`config.mk`:
```
export PLATFORM = sky130hd
export DESIGN_NAME = phase_angle_ramp_firing_unit
export DESIGN_NICKNAME = d
export VERILOG_FILES = /design/src/hw/rtl/parf_pkg.sv /design/src/hw/rtl/phase_angle_ramp_firing_unit.sv
export SDC_FILE = /design/constraint.sdc
export NUM_CORES = 1
export LEC_CHECK = 0
export BUFFER_PORTS_ARGS = -buffer_cell sky130_fd_sc_hd__buf_2
export CAP_MARGIN = 20
export CORE_UTILIZATION = 55
export CTS_CLUSTER_DIAMETER = 50
export DETAILED_ROUTE_END_ITERATION = 6
export PLACE_DENSITY_LB_ADDON = 0.2
export SLEW_MARGIN = 10
export SYNTH_ARGS = -nofsm -noshare
export SYNTH_HDL_FRONTEND = slang
export SYNTH_SLANG_ARGS = --single-unit
export TNS_END_PERCENT = 10
```
`constraint.sdc`:
```
create_clock -name clk_i -period 3.4 [get_ports clk_i]
set_clock_uncertainty 0.05 [all_clocks]
set_input_delay 0.68 -clock clk_i [delete_from_list [all_inputs] [get_ports clk_i]]
set_output_delay 0.68 -clock clk_i [all_outputs]
set_load 0.03 [all_outputs]
```
`src/hw/rtl/parf_pkg.sv`:
```
// Package: types and constants shared by the phase-angle ramp firing unit.
`timescale 1ns / 1ps
`default_nettype none

package parf_pkg;

  // Width of the firing timer (at most 32).
  localparam int unsigned TimerBits = 16;

  localparam int unsigned DelayBits = 16;

  localparam logic [DelayBits-1:0] StartDelayReset = 16'd60000;
  localparam logic [DelayBits-1:0] MinDelayReset   = 16'd1000;
  localparam logic [DelayBits-1:0] DelayStepReset  = 16'd196;
  localparam logic [DelayBits-1:0] PulseWidthReset = 16'd2500;

  typedef enum logic [1:0] {
    RegStartDelay = 2'd0,
    RegMinDelay   = 2'd1,
    RegDelayStep  = 2'd2,
    RegPulseWidth = 2'd3
  } reg_index_e;

  typedef enum logic {
    OpTick = 1'b0,
    OpEdge = 1'b1
  } op_e;

  typedef struct packed {
    logic op;
    logic edge_rising;
  } in_word_t;

  typedef struct packed {
    logic                 gate;
    logic                 ramp_done;
    logic [DelayBits-1:0] current_delay;
  } out_word_t;

endpackage

`default_nettype wire

```
`src/hw/rtl/phase_angle_ramp_firing_unit.sv`:
```
// Top level: phase-angle soft-start gate pulse generator with config port.
`timescale 1ns / 1ps
`default_nettype none

// Takes one word per clock: a timer tick or a mains zero-cross edge. Each accepted word
// yields exactly one result word in the next cycle, through a single output register; the
// firing state (timer, compare value, stored delay, phase) is updated in the accept cycle
// by one pass of compare/subtract logic, so a new word can be taken every cycle. Input is
// stalled only while the output register is full and its consumer stalls. Configuration
// writes are always ready and take effect on the next cycle; write start_delay only while
// no words are in flight. After the ramp finishes the gate holds high until reset.
module phase_angle_ramp_firing_unit
  import parf_pkg::*;
(
  input  wire logic                 clk_i,
  input  wire logic                 rst_ni,

  input  wire logic                 in_valid_i,
  output      logic                 in_stall_o,
  input  wire in_word_t             in_word_i,

  output      logic                 out_valid_o,
  input  wire logic                 out_stall_i,
  output      out_word_t            out_word_o,

  input  wire logic                 cfg_valid_i,
  output      logic                 cfg_ready_o,
  input  wire logic [1:0]           cfg_index_i,
  input  wire logic [DelayBits-1:0] cfg_data_i
);

  typedef enum logic [1:0] {
    PhIdle  = 2'd0,
    PhDelay = 2'd1,
    PhPulse = 2'd2,
    PhDone  = 2'd3
  } phase_e;

  logic [DelayBits-1:0] start_delay_q, start_delay_d;
  logic [DelayBits-1:0] min_delay_q, min_delay_d;
  logic [DelayBits-1:0] delay_step_q, delay_step_d;
  logic [DelayBits-1:0] pulse_width_q, pulse_width_d;

  logic [TimerBits-1:0] tick_q, tick_d;
  logic [TimerBits-1:0] match_q, match_d;
  logic [DelayBits-1:0] next_delay_q, next_delay_d;
  phase_e               phase_q, phase_d;
  logic                 want_rising_q, want_rising_d;
  logic                 gate_q, gate_d;

  logic                 out_valid_q, out_valid_d;
  out_word_t            out_word_q, out_word_d;

  logic                 in_accept;
  logic                 cfg_write;
  logic [TimerBits-1:0] tick_inc;
  logic [31:0]          next_delay_ext;
  logic [31:0]          pulse_width_ext;

  assign in_stall_o  = out_valid_q & out_stall_i;
  assign in_accept   = in_valid_i & ~in_stall_o;
  assign cfg_ready_o = 1'b1;
  assign cfg_write   = cfg_valid_i & cfg_ready_o;
  assign out_valid_o = out_valid_q;
  assign out_word_o  = out_word_q;

  assign tick_inc        = tick_q + TimerBits'(1);
  // Compare loads are masked to the timer width (zero-extended when the timer is wider).
  assign next_delay_ext  = 32'(next_delay_q);
  assign pulse_width_ext = 32'(pulse_width_q);

  always_comb begin
    tick_d        = tick_q;
    match_d       = match_q;
    next_delay_d  = next_delay_q;
    phase_d       = phase_q;
    want_rising_d = want_rising_q;
    gate_d        = gate_q;

    if (in_accept && phase_q != PhDone) begin
      if (in_word_i.op == OpEdge) begin
        if (in_word_i.edge_rising == want_rising_q) begin
          tick_d       = '0;
          match_d      = next_delay_ext[TimerBits-1:0];
          gate_d       = 1'b0;
          next_delay_d = (next_delay_q > delay_step_q) ? (next_delay_q - delay_step_q) : '0;
          phase_d      = PhDelay;
        end
      end else begin
        tick_d = tick_inc;
        if (phase_q == PhDelay && tick_inc == match_q) begin
          tick_d        = '0;
          match_d       = pulse_width_ext[TimerBits-1:0];
          gate_d        = 1'b1;
          want_rising_d = ~want_rising_q;
          phase_d       = (next_delay_q < min_delay_q) ? PhDone : PhPulse;
        end else if (phase_q == PhPulse && tick_inc == match_q) begin
          gate_d  = 1'b0;
          phase_d = PhIdle;
        end
      end
    end

    if (phase_d == PhDone) begin
      gate_d = 1'b1;
    end

    start_delay_d = start_delay_q;
    min_delay_d   = min_delay_q;
    delay_step_d  = delay_step_q;
    pulse_width_d = pulse_width_q;
    if (cfg_write) begin
      unique case (reg_index_e'(cfg_index_i))
        RegStartDelay: begin
          start_delay_d = cfg_data_i;
          if (phase_q != PhDone) begin
            next_delay_d = cfg_data_i;
          end
        end
        RegMinDelay:   min_delay_d   = cfg_data_i;
        RegDelayStep:  delay_step_d  = cfg_data_i;
        RegPulseWidth: pulse_width_d = cfg_data_i;
        default: ;
      endcase
    end

    // Output register: loads on accept, drains when the consumer takes the word.
    out_valid_d = out_valid_q & out_stall_i;
    out_word_d  = out_word_q;
    if (in_accept) begin
      out_valid_d              = 1'b1;
      out_word_d.gate          = gate_d;
      out_word_d.ramp_done     = (phase_d == PhDone);
      out_word_d.current_delay = next_delay_d;
    end
  end

  always_ff @(posedge clk_i or negedge rst_ni) begin
    if (!rst_ni) begin
      start_delay_q <= StartDelayReset;
      min_delay_q   <= MinDelayReset;
      delay_step_q  <= DelayStepReset;
      pulse_width_q <= PulseWidthReset;
      tick_q        <= '0;
      match_q       <= '0;
      next_delay_q  <= StartDelayReset;
      phase_q       <= PhIdle;
      want_rising_q <= 1'b0;
      gate_q        <= 1'b0;
      out_valid_q   <= 1'b0;
    end else begin
      start_delay_q <= start_delay_d;
      min_delay_q   <= min_delay_d;
      delay_step_q  <= delay_step_d;
      pulse_width_q <= pulse_width_d;
      tick_q        <= tick_d;
      match_q       <= match_d;
      next_delay_q  <= next_delay_d;
      phase_q       <= phase_d;
      want_rising_q <= want_rising_d;
      gate_q        <= gate_d;
      out_valid_q   <= out_valid_d;
    end
  end

  always_ff @(posedge clk_i) begin
    out_word_q <= out_word_d;
  end

`ifndef SYNTHESIS
  // A finished ramp always reports the gate held on.
  assert property (@(posedge clk_i) disable iff (!rst_ni)
    out_valid_o && out_word_o.ramp_done |-> out_word_o.gate)
    else $error("ramp_done word without gate high");

  // Once done, the phase never leaves done.
  assert property (@(posedge clk_i) disable iff (!rst_ni)
    phase_q == PhDone |=> phase_q == PhDone)
    else $error("left done phase");

  // Input only stalls when a word is held in the output register.
  assert property (@(posedge clk_i) disable iff (!rst_ni)
    in_stall_o |-> out_valid_o)
    else $error("input stalled with empty output register");

  // Timer is frozen after the ramp ends.
  assert property (@(posedge clk_i) disable iff (!rst_ni)
    phase_q == PhDone |=> $stable(tick_q))
    else $error("timer moved after ramp done");
`endif

endmodule

`default_nettype wire
```
==> run_results.csv <==
group,metric,value,unit
logic_synthesis,synth_area_leader_cell,"dfrtp_1",
routing,dr.pass1.iters,5,
worst_setup_path,cp-startpoint,"tick_q[0]",
routing,vias_per_cell,5.96,
cts,clock-root-buffer,"clkbuf_16",
floorplanning,pin_count,46,
cts,clk_pin_slew,60,ps
cts,hold_buffers,0,
sta,worst_slew_pin_slew,979,ps
worst_setup_path,crit_required,3490,ps
logic_synthesis,ys.flop_type,"dfrtp_1",
layout,num_antenna_cells,0,
place,finalWeightedCongestion,0.917,
floorplanning,design.core.area,12000,sq um
floorplanning,die_y,113,um
sta,rsz0062_at_grt,"no",
logic_synthesis,yosysWarnings,0,
sta,final.period_utilization,95.8,%
floorplanning,dieWidth,113,um
worst_setup_path,start_kind,"flop",
routing,wl,16000,um
routing,antenna_left,0,
floorplanning,fp-row-count,40,
cts,cts_inserted_buffers,17,
layout,area.growth.synth_to_final,16.4,%
worst_setup_path,slowest_stage,"or4_4",
logic_synthesis,synth_edf_count,18,
power,p_leak,3.53,nW
cts,cts_tree,"done",
power,powerDensity,707,nW/um^2
grt,grt_pass1_wl,26200,um
floorplanning,die_area,12700,sq um
worst_setup_path,cp_cell_sequence,"ha_2, nand4_1, or4_4, xnor2_1, o2111ai_1, or3_1, buf_4, or2_2, a311oi_1, o21ai_0",
cts,cts_num_sinks,119,
place,port_buffers,44,
worst_setup_path,crit_path_max_incr_delay,580,ps
worst_setup_path,cp_top_family,"simple AND/OR/NAND/NOR gates",
layout,final_util,65.6,%
power,total_power,0.00555,W
cts,clock_latency,410,ps
grt,overflow,0,
layout,drive_above_1_share,30.8,%
worst_setup_path,reg2reg_from,"tick_q[0]",
worst_setup_path,crit_arrival,3350,ps
sta,hold_violations,0,
grt,grt_max_degree,57,
sta,min_period,3260,ps
logic_synthesis,syn-num-nets,700,
worst_setup_path,crit_buf_inv,1,
sta,setup_tns,0,ps
logic_synthesis,synthCells,642,
logic_synthesis,netlist_area,6750,sq um
worst_setup_path,cp_max_fo,5,
sta,drv_slew,0,
job,maxCapViolations,0,
sta,setup_slack,143,ps
sta,setup_viol,0,
logic_synthesis,ys_async_sr_fraction,84.9,%
routing,drc_errors,0,
logic_synthesis,syn_area_per_cell,10.5,sq um
grt,grt_use_total,26.8,%
sta,max_freq,307,MHz
routing,vias,5147,
power,max-vdd-ir-drop,0.000497,V
floorplanning,start_util,56.4,%
cts,clk_path_buf_depth,2,
layout,nets,762,
routing,wl_per_cell,18.5,um
place,pre_cts_ws,77.5,ps
logic_synthesis,synth_cell_type_count,59,
worst_setup_path,end_kind,"flop",
place,dp_hpwl,11100,um
grt,antenna_found_initial,0,
logic_synthesis,yosysSeqAreaShare,45.8,%
logic_synthesis,synth_top_area_share,29.7,%
worst_setup_path,critical_path_class,"reg -> reg",
logic_synthesis,synthTopCellsByArea,"dfrtp_1 (30%), mux2_2 (13%), dfstp_2 (8.2%)",
sta,max_slew_margin,34.5,%
hold_path,hold_class,"in -> async",
outcome,status,"finished, final reports clean",
grt,grt_pass1_vias,5252,
cts,cts.htree.levels,4,
logic_synthesis,synth_seq_cells,119,
routing,drtIter0Drc,398,
cell families (layout without fill, tap and decap cells):
logic type	Yosys count	in the layout	share of synthesized area, %
fa+ha+maj	33	33	6.23
simple gates	171	171	13.0
xor+xnor	32	32	4.15
compound gates	129	129	12.5
mux	82	82	13.6
buf+inv	75	150	4.67
other cells	1	1	0.0556
flops	119	119	45.8
routing by layer:
metal  routed length, um  track usage (%)
met1                6970             33.8
met2                8020             45.5
met3                 755             6.05
met4                 257             9.51
met5                   0                0
flip-flops by register name, indices dropped and copies added (netlist names):
signal / flops
want_rising_q: 1
match_q: 16
tick_q: 16
pulse_width_q: 16
out_valid_o: 1
out_word_o: 18
min_delay_q: 16
next_delay_q: 16
gate_q: 1
phase_q: 2
delay_step_q: 16
synthesized netlist by cell type (all sizes together), types with 3 or more instances:
library cell  instances
a21o                  7
o211ai                3
a32oi                 3
nand2b                6
ha                   32
edfxtp               18
inv                  45
nor2                 36
o21a                  4
nor4                  3
a31oi                 9
a22oi                 9
o2111ai               5
mux2                 76
a21oi                33
a311oi                3
buf                  11
clkbuf               19
dfstp                21
nor3                 15
and3                 11
nor2b                 4
or3                   3
nand3b                6
nand3                18
dfrtp                80
o21ai                27
nand2                43
a22o                  4
a211oi                6
nand4                10
or4                   4
or2                   5
mux2i                 6
xnor2                21
o31ai                 4
xor2                 11
where the power goes:
| group | total, W | switching (W) | internal (W) |
|---|---|---|---|
| Clock | 0.00177 | 0.000664 | 0.00110 |
| Combinational | 0.00176 | 0.000944 | 0.000812 |
| Sequential | 0.00202 | 0.000230 | 0.00179 |
| Total | 0.00555 | 0.00184 | 0.00371 |
timing repair:
item,in CTS,in global routing
buffers inserted,0,5
setup endpoints to repair,0,12
resized for setup,0,9
area by class of cell:
cell class | count | area (sq um)
fill | 925 | 4110
multi-input combinational | 448 | 3360
sequential | 119 | 3100
timing repair buffer | 73 | 453
clock buffer | 19 | 443
tap | 147 | 184
inverter | 45 | 169
clock inverter | 13 | 145
cell usage in the layout (no fill, tap or decap), types with 10 or more instances in the layout:
| cell type | instances |
|---|---|
| clkbuf_16 | 17 |
| o21ai_0 | 27 |
| buf_2 | 43 |
| nor2_1 | 36 |
| edfxtp_1 | 18 |
| buf_4 | 29 |
| and3_1 | 11 |
| nand2_1 | 43 |
| a21oi_1 | 33 |
| mux2_2 | 76 |
| xor2_1 | 11 |
| nand4_1 | 10 |
| nand3_1 | 17 |
| inv_1 | 45 |
| nor3_1 | 14 |
| dfstp_2 | 21 |
| dfrtp_1 | 76 |
| ha_1 | 31 |
| xnor2_1 | 21 |
metrics by stage:
step	hold slack [ps]	instances	cell area, sq um
CTS	320	859	7790
global route	354	864	7850
finish	294	864	7850
detailed placement	426	827	7200
global placement	415	827	7200
floorplan	334	642	6750
final timing paths:
kind,end,slack (ps),depth (start not counted)
max in group asynchronous,delay_step_q[7],2220,2
worst min register to register,min_delay_q[14],440,2
worst min-delay path,tick_q[4],290,1
worst max-delay path,out_word_o[17],140,10
worst max register to register,out_word_o[17],140,10
min in group clk_i,out_valid_o,430,2
(Power assumes the default switching activity.)
